==> src/design/ofb_pkg.sv <==
// ============================================================================
// ofb_pkg
// Shared types, command codes, font table and set-up stream bytes for the
// page-mode text framebuffer.
// ============================================================================
package ofb_pkg;

    localparam int FB_WIDTH   = 128;
    localparam int GLYPH_COLS = 5;
    localparam int GLYPH_ROWS = 7;

    localparam logic [2:0] CMD_CLEAR  = 3'd0;
    localparam logic [2:0] CMD_PIXEL  = 3'd1;
    localparam logic [2:0] CMD_TEXT   = 3'd2;
    localparam logic [2:0] CMD_WINDOW = 3'd3;
    localparam logic [2:0] CMD_CHUNK  = 3'd4;
    localparam logic [2:0] CMD_INIT   = 3'd5;

    localparam logic [1:0] REG_ROWS64   = 2'd0;
    localparam logic [1:0] REG_CONTRAST = 2'd1;
    localparam logic [1:0] REG_ROTATE   = 2'd2;
    localparam logic [1:0] REG_INVERT   = 2'd3;

    localparam logic [4:0] INIT_LAST_IDX   = 5'd26;
    localparam logic [4:0] WINDOW_LAST_IDX = 5'd6;
    localparam logic [7:0] DATA_HEADER     = 8'h40;

    typedef struct packed {
        logic [2:0] command;
        logic [7:0] x_pos;
        logic [7:0] y_pos;
        logic       pixel_on;
        logic [7:0] char_code;
        logic       text_start;
        logic [5:0] chunk_index;
    } in_item_t;

    typedef struct packed {
        logic [7:0] out_byte;
        logic       stream_last;
    } out_item_t;

    typedef struct packed {
        logic       rows_64;
        logic [7:0] contrast;
        logic       rotate;
        logic       invert;
    } cfg_t;

    typedef enum logic [2:0] {
        ST_CLEAR,
        ST_IDLE,
        ST_PIX_RD,
        ST_PIX_WR,
        ST_EMIT,
        ST_CHUNK_HDR,
        ST_CHUNK_RD,
        ST_CHUNK_EMIT
    } state_t;

    typedef enum logic {
        SK_INIT,
        SK_WINDOW
    } stream_kind_t;

    typedef logic [GLYPH_COLS-1:0][7:0] glyph_t;

    // Font lookup; unknown codes fall back to the question mark glyph
    function automatic glyph_t glyph_cols(input logic [7:0] code);
        glyph_t g;
        case (code)
            8'h20: g = {8'h00, 8'h00, 8'h00, 8'h00, 8'h00};
            8'h2D: g = {8'h08, 8'h08, 8'h08, 8'h08, 8'h08};
            8'h2E: g = {8'h00, 8'h00, 8'h60, 8'h60, 8'h00};
            8'h3A: g = {8'h00, 8'h00, 8'h36, 8'h36, 8'h00};
            8'h30: g = {8'h3E, 8'h45, 8'h49, 8'h51, 8'h3E};
            8'h31: g = {8'h00, 8'h40, 8'h7F, 8'h42, 8'h00};
            8'h32: g = {8'h46, 8'h49, 8'h51, 8'h61, 8'h42};
            8'h33: g = {8'h31, 8'h4B, 8'h45, 8'h41, 8'h21};
            8'h34: g = {8'h10, 8'h7F, 8'h12, 8'h14, 8'h18};
            8'h35: g = {8'h39, 8'h45, 8'h45, 8'h45, 8'h27};
            8'h36: g = {8'h30, 8'h49, 8'h49, 8'h4A, 8'h3C};
            8'h37: g = {8'h03, 8'h05, 8'h09, 8'h71, 8'h01};
            8'h38: g = {8'h36, 8'h49, 8'h49, 8'h49, 8'h36};
            8'h39: g = {8'h1E, 8'h29, 8'h49, 8'h49, 8'h06};
            8'h41: g = {8'h7E, 8'h11, 8'h11, 8'h11, 8'h7E};
            8'h42: g = {8'h36, 8'h49, 8'h49, 8'h49, 8'h7F};
            8'h43: g = {8'h22, 8'h41, 8'h41, 8'h41, 8'h3E};
            8'h44: g = {8'h1C, 8'h22, 8'h41, 8'h41, 8'h7F};
            8'h45: g = {8'h41, 8'h49, 8'h49, 8'h49, 8'h7F};
            8'h46: g = {8'h01, 8'h09, 8'h09, 8'h09, 8'h7F};
            8'h47: g = {8'h7A, 8'h49, 8'h49, 8'h41, 8'h3E};
            8'h48: g = {8'h7F, 8'h08, 8'h08, 8'h08, 8'h7F};
            8'h49: g = {8'h00, 8'h41, 8'h7F, 8'h41, 8'h00};
            8'h4A: g = {8'h01, 8'h3F, 8'h41, 8'h40, 8'h20};
            8'h4B: g = {8'h41, 8'h22, 8'h14, 8'h08, 8'h7F};
            8'h4C: g = {8'h40, 8'h40, 8'h40, 8'h40, 8'h7F};
            8'h4D: g = {8'h7F, 8'h02, 8'h0C, 8'h02, 8'h7F};
            8'h4E: g = {8'h7F, 8'h10, 8'h08, 8'h04, 8'h7F};
            8'h4F: g = {8'h3E, 8'h41, 8'h41, 8'h41, 8'h3E};
            8'h50: g = {8'h06, 8'h09, 8'h09, 8'h09, 8'h7F};
            8'h51: g = {8'h5E, 8'h21, 8'h51, 8'h41, 8'h3E};
            8'h52: g = {8'h46, 8'h29, 8'h19, 8'h09, 8'h7F};
            8'h53: g = {8'h31, 8'h49, 8'h49, 8'h49, 8'h46};
            8'h54: g = {8'h01, 8'h01, 8'h7F, 8'h01, 8'h01};
            8'h55: g = {8'h3F, 8'h40, 8'h40, 8'h40, 8'h3F};
            8'h56: g = {8'h1F, 8'h20, 8'h40, 8'h20, 8'h1F};
            8'h57: g = {8'h3F, 8'h40, 8'h38, 8'h40, 8'h3F};
            8'h58: g = {8'h63, 8'h14, 8'h08, 8'h14, 8'h63};
            8'h59: g = {8'h07, 8'h08, 8'h70, 8'h08, 8'h07};
            8'h5A: g = {8'h43, 8'h45, 8'h49, 8'h51, 8'h61};
            default: g = {8'h06, 8'h09, 8'h59, 8'h01, 8'h02};
        endcase
        return g;
    endfunction

    // Byte idx of the init or window stream
    function automatic logic [7:0] stream_byte(
        input stream_kind_t kind,
        input logic [4:0]   idx,
        input cfg_t         cfg,
        input logic [7:0]   rows_m1,
        input logic [7:0]   pages_m1,
        input logic         rows_is_64
    );
        logic [7:0] b;
        b = 8'h00;
        if (kind == SK_WINDOW)
        begin
            case (idx)
                5'd1:    b = 8'h21;
                5'd3:    b = 8'(FB_WIDTH - 1);
                5'd4:    b = 8'h22;
                5'd6:    b = pages_m1;
                default: b = 8'h00;
            endcase
        end
        else
        begin
            case (idx)
                5'd1:    b = 8'hAE;
                5'd2:    b = 8'hD5;
                5'd3:    b = 8'h80;
                5'd4:    b = 8'hA8;
                5'd5:    b = rows_m1;
                5'd6:    b = 8'hD3;
                5'd8:    b = 8'h40;
                5'd9:    b = 8'h8D;
                5'd10:   b = 8'h14;
                5'd11:   b = 8'h20;
                5'd13:   b = cfg.rotate ? 8'hA0 : 8'hA1;
                5'd14:   b = cfg.rotate ? 8'hC0 : 8'hC8;
                5'd15:   b = 8'hDA;
                5'd16:   b = rows_is_64 ? 8'h12 : 8'h02;
                5'd17:   b = 8'h81;
                5'd18:   b = cfg.contrast;
                5'd19:   b = 8'hD9;
                5'd20:   b = 8'hF1;
                5'd21:   b = 8'hDB;
                5'd22:   b = 8'h40;
                5'd23:   b = 8'hA4;
                5'd24:   b = cfg.invert ? 8'hA7 : 8'hA6;
                5'd25:   b = 8'h2E;
                5'd26:   b = 8'hAF;
                default: b = 8'h00;
            endcase
        end
        return b;
    endfunction

endpackage

==> src/design/ofb_cfg.sv <==
// ============================================================================
// ofb_cfg
// APB register file for panel configuration.
// ============================================================================
module ofb_cfg (
    input  logic              clk,
    input  logic              rst_n,
    input  logic              psel,
    input  logic              penable,
    input  logic              pwrite,
    input  logic [3:0]        paddr,
    input  logic [31:0]       pwdata,
    output logic [31:0]       prdata,
    output logic              pready,
    output ofb_pkg::cfg_t     cfg
);
    import ofb_pkg::*;

    cfg_t       cfg_reg;
    cfg_t       cfg_next;
    logic       wr_en;
    logic [1:0] reg_idx;

    assign wr_en   = psel && penable && pwrite;
    assign reg_idx = paddr[3:2];
    assign pready  = 1'b1;

    // Decode register writes
    always_comb
    begin
        cfg_next = cfg_reg;
        if (wr_en)
        begin
            case (reg_idx)
                REG_ROWS64:   cfg_next.rows_64  = pwdata[0];
                REG_CONTRAST: cfg_next.contrast = pwdata[7:0];
                REG_ROTATE:   cfg_next.rotate   = pwdata[0];
                REG_INVERT:   cfg_next.invert   = pwdata[0];
                default:      cfg_next = cfg_reg;
            endcase
        end
    end

    always_ff @(posedge clk or negedge rst_n)
    begin
        if (!rst_n)
        begin
            cfg_reg <= '{rows_64: 1'b1, contrast: 8'd127, rotate: 1'b0, invert: 1'b0};
        end
        else
        begin
            cfg_reg <= cfg_next;
        end
    end

    // Read back
    always_comb
    begin
        case (reg_idx)
            REG_ROWS64:   prdata = {31'd0, cfg_reg.rows_64};
            REG_CONTRAST: prdata = {24'd0, cfg_reg.contrast};
            REG_ROTATE:   prdata = {31'd0, cfg_reg.rotate};
            REG_INVERT:   prdata = {31'd0, cfg_reg.invert};
            default:      prdata = 32'd0;
        endcase
    end

    assign cfg = cfg_reg;

endmodule

==> config.mk <==
export PLATFORM = sky130hd
export DESIGN_NAME = ofb_cfg
export DESIGN_NICKNAME = d
export VERILOG_FILES = /design/src/design/ofb_pkg.sv /design/src/design/ofb_cfg.sv
export SDC_FILE = /design/constraint.sdc
export NUM_CORES = 1
export LEC_CHECK = 0
export BUFFER_PORTS_ARGS = -buffer_cell sky130_fd_sc_hd__buf_4
export CAP_MARGIN = 20
export CORE_UTILIZATION = 34
export CTS_CLUSTER_DIAMETER = 120
export CTS_CLUSTER_SIZE = 12
export DETAILED_ROUTE_END_ITERATION = 8
export PLACE_DENSITY_LB_ADDON = 0.2
export SLEW_MARGIN = 20
export SYNTH_ARGS = -nofsm -noshare
export SYNTH_HDL_FRONTEND = slang
export SYNTH_SLANG_ARGS = --single-unit
export TNS_END_PERCENT = 50
==> constraint.sdc <==
create_clock -name clk -period 1.1 [get_ports clk]
set_input_delay 0.055 -clock clk [delete_from_list [all_inputs] [get_ports clk]]
set_output_delay 0.055 -clock clk [all_outputs]
set_load 0.02 [all_outputs]
==> summary.md, run 1 <==
| Metric | Value |
|---|---|
| Post-Route WL | `1360 um` |
| Max FFs per register | `11` |
| Clock tree buffer depth | `2` |
| Static leakage | `0.542 nW` |
| Post-Syn Instances | `65` |
| CTS Root Buffer Type | `clkbuf_4` |
| Slew Viols, Final | `0` |
| Post-synth top area share | `0.268` |
| Fmax | `758 MHz` |
| Die footprint | `0.00250 mm^2` |
| Non-Filler Instances | `132` |
| Status | `complete, but fails checks` |
| Share of post-route cells with drive strength above 1 | `0.673` |
| Clk sinks | `11` |
| Filler cells | `219` |
| Initial antenna violation count | `0` |
| Post-Syn Area | `785 um^2` |
| RSZ-0062 raised after global routing | `yes` |
| Final Net Count | `146` |
| Sw Share | `0.342` |
| Bufs and invs on worst path | `1` |
| R2R Setup Slk | `0.21 ns` |
| Fraction of the cycle the final worst path needs | `1.20` |
| Seq/Total Area, Yosys | `0.364` |
| Clk Latency, worst-skew pair | `0.26 ns` |
| Final HPWL DP | `1010 um` |
| Top-level I/O count | `85` |
| Core ar. | `0.00219 mm^2` |
| H-tree Lvls | `1` |
| Critical path class | `flip-flop to primary output` |
| Routability cong. | `0.768` |
| Die Wd | `50.0 um` |
| Seq pwr share | `0.379` |
| CTS tree | `done` |
| Combinational share of power | `0.456` |
| DR pass1 iterations | `6` |
| Part of the power in the clock network | `0.165` |
| Total power | `1.64 mW` |
| Final ANT Viol Nets | `0` |
| Worst setup margin | `-0.220 ns` |
| Number of max-cap violations | `0` |
| Number of global-route vias before repair | `463` |
| Setup crit end kind | `primary output` |
| Routed vias/inst | `3.86` |
| Critical path arrival | `1.27 ns` |
| Total track usage | `0.114` |
| Vias | `509` |
| N_diodes | `0` |
| Tmin final | `1.32 ns` |
| Synth Register Bits | `11` |
| CP max-delay cell | `mux4_2` |
| Row cnt | `17` |
| Startpoint Class | `flip-flop` |
| HP Class | `input port to flip-flop` |
| Final setup violation count | `5` |
| IO Port Bufs | `33` |
| Worst EP required | `1.04 ns` |
| Failing checks | `design-rule violations, negative setup slack` |
| Cell Chain, Critical Path | `mux4_2, buf_6` |
| VDD IR max | `0.726 mV` |
| Ys Warns | `0` |
| Drt first-iter violations | `5` |
| Global-route wire length before repair | `2100 um` |
| CP peak stage delay | `0.48 ns` |
| Internal | `1.08 mW` |
| Final hold vios | `0` |
| Setup TNS | `-0.241 ns` |
| Routed wire per std cell | `10.3 um` |
| Starting Density | `0.358` |
| Cts bufs inserted | `3` |
| P_sw | `561 uW` |
| Commonest non-fill, non-tap cell in the layout | `buf_4` |
| CP delay by family, top | `multiplexers` |
| Largest net degree at the start of global routing | `12` |
| Utilization of the core after routing | `0.476` |
| Area grow syn2layout | `32.9%` |
| DP Cell Count | `125` |
| Grt ovf | `0` |
| Crit-path max FO | `2` |
| Final clock skew | `0 ns` |
| Post-synth top area cell | `dfstp_2` |
| Mapped Avg Cell Area | `12.1 um^2` |
| Die Y | `50.0 um` |
| DRC Markers | `2` |
| Clk slew on worst S/H paths | `0.07 ns` |
| Hold slack | `0.0168 ns` |
| Most frequent cells in the layout | `30 x buf_4, 25 x conb_1, 8 x mux2_4, 8 x dfstp_2` |
| PwrDens | `1570 mW/mm^2` |
| Main area contributors after synthesis | `dfstp_2 27%, buf_4 24%, mux2_4 15%` |
| Distinct cells, synth | `16` |
==> power by group through the flow <==
stage / Clock [mW] / Sequential, mW / Combinational [mW]
after floorplan: 0 / 0.739 / 0.358
after global placement: 0 / 0.625 / 0.681
after detailed placement: 0 / 0.629 / 0.687
after CTS: 0.288 / 0.623 / 0.754
after global routing: 0.303 / 0.636 / 0.792
final: 0.270 / 0.622 / 0.747
==> logic make-up after synthesis <==
kind of cell	count (synthesis)	synth area share
buffers and inverters	26	0.265
and+or+nand+nor	14	0.132
muxes	12	0.230
DFF	11	0.364
other	2	0.00957
==> synth_stat cells <==
cell type   n
nand3_1     1
mux2_2      3
nor2_1      1
mux4_1      1
mux2_4      8
dfrtp_1     3
nor2b_4     1
buf_4      25
and2_2      7
conb_1      2
nand2_1     1
and3_1      1
dfstp_2     8
buf_12      1
and3b_2     1
and2_4      1
==> per-stage QoR <==
| stage | setup WS, ns | cell area [um^2] |
|---|---|---|
| global route | -0.259 | 1040 |
| floorplan | 0.0446 | 867 |
| CTS | -0.227 | 1040 |
| global placement | 0.0384 | 957 |
| detailed placement | 0.0404 | 957 |
| finish | -0.220 | 1040 |
==> layer usage <==
layer  routed length [um]  part of all wire  global-route usage
met3                   72             0.053              0.0216
met4                    0                 0              0.0571
met2                  769              0.57               0.196
met1                  515              0.38               0.133
met5                    0                 0                   0
==> final timing paths <==
| kind | start | endpoint | cells after the start |
|---|---|---|---|
| worst max-delay path | cfg[0] | prdata[0] | 2 |
| worst min register to register | cfg[9] | cfg[9] | 1 |
| worst max register to register | cfg[0] | cfg[0] | 2 |
| worst min-delay path | pwdata[1] | cfg[3] | 2 |
| max in group asynchronous | rst_n | cfg[4] | 2 |
| min in group asynchronous | rst_n | cfg[9] | 2 |
==> cell type report <==
cell class	instances	area, um^2	area share
multi-input combinational	51	382	0.366
timing repair buffer	38	314	0.301
sequential	11	285	0.274
tap	28	35.0	0.0336
clock buffer	4	26.3	0.0252
==> timing repair <==
item | in CTS | in global routing
resized for setup | 13 | 0
setup buffers | 2 | 0
setup endpoints to repair | 7 | 7
endpoints found under the hold margin | 11 | 0
hold buffers | 1 | 0
pin swaps | 0 | 0
Note: power is estimated with default switching activity, not from simulation.
==> run 2: changes to the inputs <==
--- a/config.mk
+++ b/config.mk
@@ -5,6 +5,7 @@
 export SDC_FILE = /design/constraint.sdc
 export NUM_CORES = 1
 export LEC_CHECK = 0
+export ABC_AREA = 1
 export BUFFER_PORTS_ARGS = -buffer_cell sky130_fd_sc_hd__buf_4
 export CAP_MARGIN = 20
 export CORE_UTILIZATION = 34
==> summary.md, run 2 <==
| Metric | Value |
|---|---|
| Post-Route WL | `1570 um` |
| Global-route wire length before repair | `2500 um` |
| Fraction of the cycle the final worst path needs | `1.10` |
| N_diodes | `0` |
| EDFF count, synth | `0` |
| Starting Density | `0.358` |
| Distinct cells, synth | `12` |
| Initial antenna violation count | `0` |
| R2R Path End | `cfg[4]` |
| Critical path arrival | `1.16 ns` |
| Final HPWL DP | `1170 um` |
| Crit path to | `prdata[0]` |
| CP most frequent cell | `nand2_1` |
| HP Class | `input port to flip-flop` |
| Post-synth top flop | `dfstp_2` |
| Filler cells | `229` |
| CP startpoint | `cfg[10]` |
| Main area contributors after synthesis | `dfstp_2 27%, buf_4 24%, nand2_1 19%` |
| Synth cell count leaders | `40 x nand2_1, 25 x buf_4, 13 x inv_1` |
| Final clock skew | `0 ns` |
| R2R cell count | `3` |
| Share of post-route cells with drive strength above 1 | `0.376` |
| Share of flip-flops with an asynchronous set or reset | `1.00` |
| Area grow syn2layout | `42.6%` |
| Clock tree buffer depth | `2` |
| Routability cong. | `0.732` |
| Post-Syn Area | `785 um^2` |
| Non-Filler Instances | `185` |
| Mapped Avg Cell Area | `7.07 um^2` |
| Worst setup margin | `-0.114 ns` |
| Die Wd | `50.0 um` |
| Most frequent cell after synthesis | `nand2_1` |
| CTS tree | `done` |
| Startpoint Class | `flip-flop` |
| Reg-to-Reg Start | `cfg[4]` |
| Grt ovf | `0` |
| Fmax | `824 MHz` |
| R2R Setup Slk | `0.30 ns` |
| Critical path class | `flip-flop to primary output` |
| Worst EP required | `1.04 ns` |
| Core ar. | `0.00219 mm^2` |
| Slew Viols, Final | `0` |
| Number of global-route vias before repair | `599` |
| Final ANT Viol Nets | `0` |
| Final setup violation count | `7` |
| Setup crit end kind | `primary output` |
| Status | `complete, but fails checks` |
| Clk sinks | `11` |
| Cell Chain, Critical Path | `inv_1, nand2_1, nand2_1, nor2_1, buf_4` |
| Routing usage on met2 | `0.213` |
| Tmin final | `1.21 ns` |
| Failing checks | `negative setup slack` |
| Synth Register Bits | `11` |
| Clk Latency, worst-skew pair | `0.26 ns` |
| RSZ-0062 raised after global routing | `yes` |
| Post-synth top area share | `0.268` |
| Post-synth top area cell | `dfstp_2` |
| PwrDens | `1390 mW/mm^2` |
| Met1 GRT Util | `0.164` |
| Number of max-cap violations | `0` |
| Largest net degree at the start of global routing | `12` |
| VDD IR max | `0.731 mV` |
| Pre-CTS setup slack | `0.153 ns` |
| DR pass1 iterations | `4` |
| Max FFs per register | `11` |
| Met3 Track Usage GR | `0.0370` |
| Row cnt | `17` |
| Die Y | `50.0 um` |
| CTS Root Buffer Type | `clkbuf_4` |
| IO Port Bufs | `33` |
| CP max-delay cell | `dfstp_2` |
| Total track usage | `0.129` |
| Commonest non-fill, non-tap cell in the layout | `nand2_1` |
| Clk slew on worst S/H paths | `0.07 ns` |
| Routed vias/inst | `3.81` |
| Most frequent cells in the layout | `40 x nand2_1, 32 x buf_4, 25 x conb_1` |
| CP peak stage delay | `0.53 ns` |
| Ys Warns | `0` |
| Drt first-iter violations | `11` |
| Routed wire per std cell | `8.49 um` |
| Top-level I/O count | `85` |
| DRC Markers | `0` |
| Crit-path max FO | `2` |
| Static leakage | `0.645 nW` |
| Vias | `705` |
| Busiest layer in global routing | `met2` |
| Post-Syn Instances | `111` |
| DP Cell Count | `170` |
| Hold slack | `0.00360 ns` |
| Cts bufs inserted | `3` |
| Die footprint | `0.00250 mm^2` |
| Seq/Total Area, Yosys | `0.364` |
| Final Net Count | `199` |
| Final hold vios | `0` |
| H-tree Lvls | `1` |
[run 2: final cells by class]
cell class	instances	area, um^2	area share
clock buffer	4	26.3	0.0235
inverter	13	48.8	0.0436
multi-input combinational	85	357	0.319
sequential	11	285	0.255
tap	28	35.0	0.0313
timing repair buffer	44	367	0.328
[run 2: cells by family after synthesis]
kind of cell / count (synthesis) / share of synthesized area
and+or+nand+nor: 59 / 0.319
buffers and inverters: 38 / 0.301
DFF: 11 / 0.364
other: 2 / 0.00957
AOI/OAI and AO/OA: 1 / 0.00637
[run 2: worst min-delay path by stage]
stage | from | to | cells past startpoint
after floorplan | rst_n | cfg[0] | 0
after CTS | pwdata[5] | cfg[7] | 3
final | pwdata[5] | cfg[7] | 3
after detailed placement | rst_n | cfg[0] | 1
after global routing | pwdata[5] | cfg[7] | 3
after global placement | rst_n | cfg[0] | 1
[run 2: repair_timing]
item | 4_1_cts | 5_1_grt
resized for setup | 2 | 10
hold buffers | 7 | 0
pin swaps | 7 | 3
hold endpoints to repair | 17 | 0
cloned | 0 | 0
endpoints found under the setup margin | 7 | 11
buffers inserted | 4 | 0
[run 2: worst max-delay path: cells and delay by family (launching register included)]
kind,cells,cell delay (ns)
buffers and inverters,2,0.18
DFF,1,0.53
and+or+nand+nor,3,0.19
[run 2: stage by stage]
stage	setup TNS (ns)	util	power, mW	area [um^2]
after floorplan	0	-	1.01	871
after global placement	0	0.441	1.18	966
after detailed placement	0	0.441	1.19	966
after CTS	-0.314	0.499	1.53	1090
after global routing	-0.581	0.511	1.65	1120
final	-0.252	0.511	1.55	1120
[run 2: per-layer routing]
metal	vias up	wire (um)	part of all wire
met4	0	0	0
met2	37	739	0.47
met3	0	141	0.090
li1	365	-	-
met1	303	689	0.44
met5	-	0	0
[run 2: power by group]
| part | switching (mW) | leakage [nW] | internal [mW] |
|---|---|---|---|
| registers | 0.0652 | 0.122 | 0.532 |
| logic | 0.389 | 0.508 | 0.294 |
| clock network | 0.131 | 0.0150 | 0.140 |
==> run 3: changes to the inputs <==
--- a/config.mk
+++ b/config.mk
@@ -8,7 +8,7 @@
 export ABC_AREA = 1
 export BUFFER_PORTS_ARGS = -buffer_cell sky130_fd_sc_hd__buf_4
 export CAP_MARGIN = 20
-export CORE_UTILIZATION = 34
+export CORE_UTILIZATION = 36
 export CTS_CLUSTER_DIAMETER = 120
 export CTS_CLUSTER_SIZE = 12
 export DETAILED_ROUTE_END_ITERATION = 8
==> constraint.sdc (replaced) <==
create_clock -name clk -period 1.4 [get_ports clk]
set_input_delay 0.07 -clock clk [delete_from_list [all_inputs] [get_ports clk]]
set_output_delay 0.07 -clock clk [all_outputs]
set_load 0.02 [all_outputs]
==> summary.md, run 3 (synthesis gave the netlist of run 2 again) <==
| Metric | Value |
|---|---|
| Clock tree buffer depth | `2` |
| Startpoint Class | `flip-flop` |
| Cts bufs inserted | `3` |
| Grt ovf | `0` |
| Hold-fix buffers at CTS | `7` |
| Final ANT Viol Nets | `0` |
| DRC Markers | `0` |
| Routability cong. | `0.725` |
| Drt first-iter violations | `6` |
| Total track usage | `0.133` |
| N_diodes | `0` |
| Post-Route WL | `1520 um` |
| Pre-CTS setup slack | `0.438 ns` |
| Top-level I/O count | `85` |
| Postcts setup bufs | `0` |
| PwrDens | `1080 mW/mm^2` |
| Final hold vios | `0` |
| Number of global-route vias before repair | `539` |
| Clk Latency, worst-skew pair | `0.26 ns` |
| Area grow syn2layout | `35.2%` |
| Final clock skew | `0 ns` |
| Vias | `678` |
| Static leakage | `0.623 nW` |
| Total power | `1.15 mW` |
| Cells on Worst Hold Path | `3` |
| Global-route wire length before repair | `2400 um` |
| Setup crit end kind | `primary output` |
| R2R Setup Slk | `0.69 ns` |
| Clk sinks | `11` |
| Share of post-route cells with drive strength above 1 | `0.314` |
| DR pass1 iterations | `4` |
| Row cnt | `16` |
| Tmin final | `1.24 ns` |
| Commonest non-fill, non-tap cell in the layout | `nand2_1` |
| Status | `finished, final reports clean` |
| Initial antenna violation count | `0` |
| Max FFs per register | `11` |
| Final Net Count | `195` |
| Die Wd | `48.7 um` |
| Clk slew on worst S/H paths | `0.07 ns` |
| Largest net degree at the start of global routing | `12` |
| Crit-path max FO | `3` |
| Final setup violation count | `0` |
| Die Y | `48.7 um` |
| Final HPWL DP | `1110 um` |
| Slew Viols, Final | `0` |
| IO Port Bufs | `33` |
| Worst EP required | `1.33 ns` |
| Routed wire per std cell | `8.43 um` |
| Die footprint | `0.00237 mm^2` |
| Utilization of the core after routing | `0.530` |
| CTS Root Buffer Type | `clkbuf_4` |
| Starting Density | `0.392` |
| Hold slack | `0.00978 ns` |
| Critical path class | `flip-flop to primary output` |
| H-tree Lvls | `1` |
| Most frequent cells in the layout | `40 x nand2_1, 33 x buf_4, 25 x conb_1` |
| CTS tree | `done` |
| HP Class | `input port to flip-flop` |
| Number of max-cap violations | `0` |
| CTS resizes | `0` |
| R2R cell count | `2` |
| Worst setup margin | `0.157 ns` |
| Core ar. | `0.00200 mm^2` |
| Filler cells | `207` |
| Fraction of the cycle the final worst path needs | `0.888` |
| Routed vias/inst | `3.77` |
| VDD IR max | `0.602 mV` |
| Setup TNS | `0 ns` |
| RSZ-0062 raised after global routing | `no` |
| Critical path arrival | `1.17 ns` |
| Fmax | `805 MHz` |
run 3: changes by cell type in the layout (fill, tap and decap cells not counted):
cell / previous run / this run
nor2_1: 9 / 12
buf_6: 5 / 0
inv_2: 4 / 0
inv_1: 9 / 13
buf_4: 32 / 33
nor2_2: 4 / 1
run 3: area by class of cell:
class | instances | area (um^2) | share of cell area
clock buffer | 4 | 26.3 | 0.0248
multi-input combinational | 85 | 349 | 0.329
sequential | 11 | 285 | 0.269
inverter | 13 | 48.8 | 0.0460
tap | 27 | 33.8 | 0.0318
timing repair buffer | 40 | 318 | 0.300
run 3: critical path, cell delays in order, from the launching register on:
cell     delay [ns]
dfstp_2        0.54
inv_1          0.04
nand2_1        0.05
nand2_1        0.05
nor2_1         0.09
buf_4          0.14
run 3: path summary, 6_finish.rpt:
kind,from,end
min in group asynchronous,rst_n,cfg[9]
max in group asynchronous,rst_n,cfg[6]
worst max register to register,cfg[8],cfg[8]
worst min register to register,cfg[5],cfg[5]
worst max-delay path,cfg[10],prdata[0]
worst min-delay path,pwdata[5],cfg[7]
run 3: through the flow:
step / cells / instance area, um^2
global route: 180 / 1060
finish: 180 / 1060
floorplan: 134 / 871
CTS: 180 / 1060
global placement: 169 / 965
detailed placement: 169 / 965
run 3: where the power goes:
part | leakage, nW | internal, mW | switching (mW)
Clock | 0.0150 | 0.110 | 0.103
Combinational | 0.486 | 0.185 | 0.284
Sequential | 0.122 | 0.418 | 0.0503
run 3: layer usage:
layer / track usage / part of all wire
met5: 0 / 0
met4: 0.0588 / 0
met3: 0.0346 / 0.079
met2: 0.211 / 0.48
met1: 0.168 / 0.44
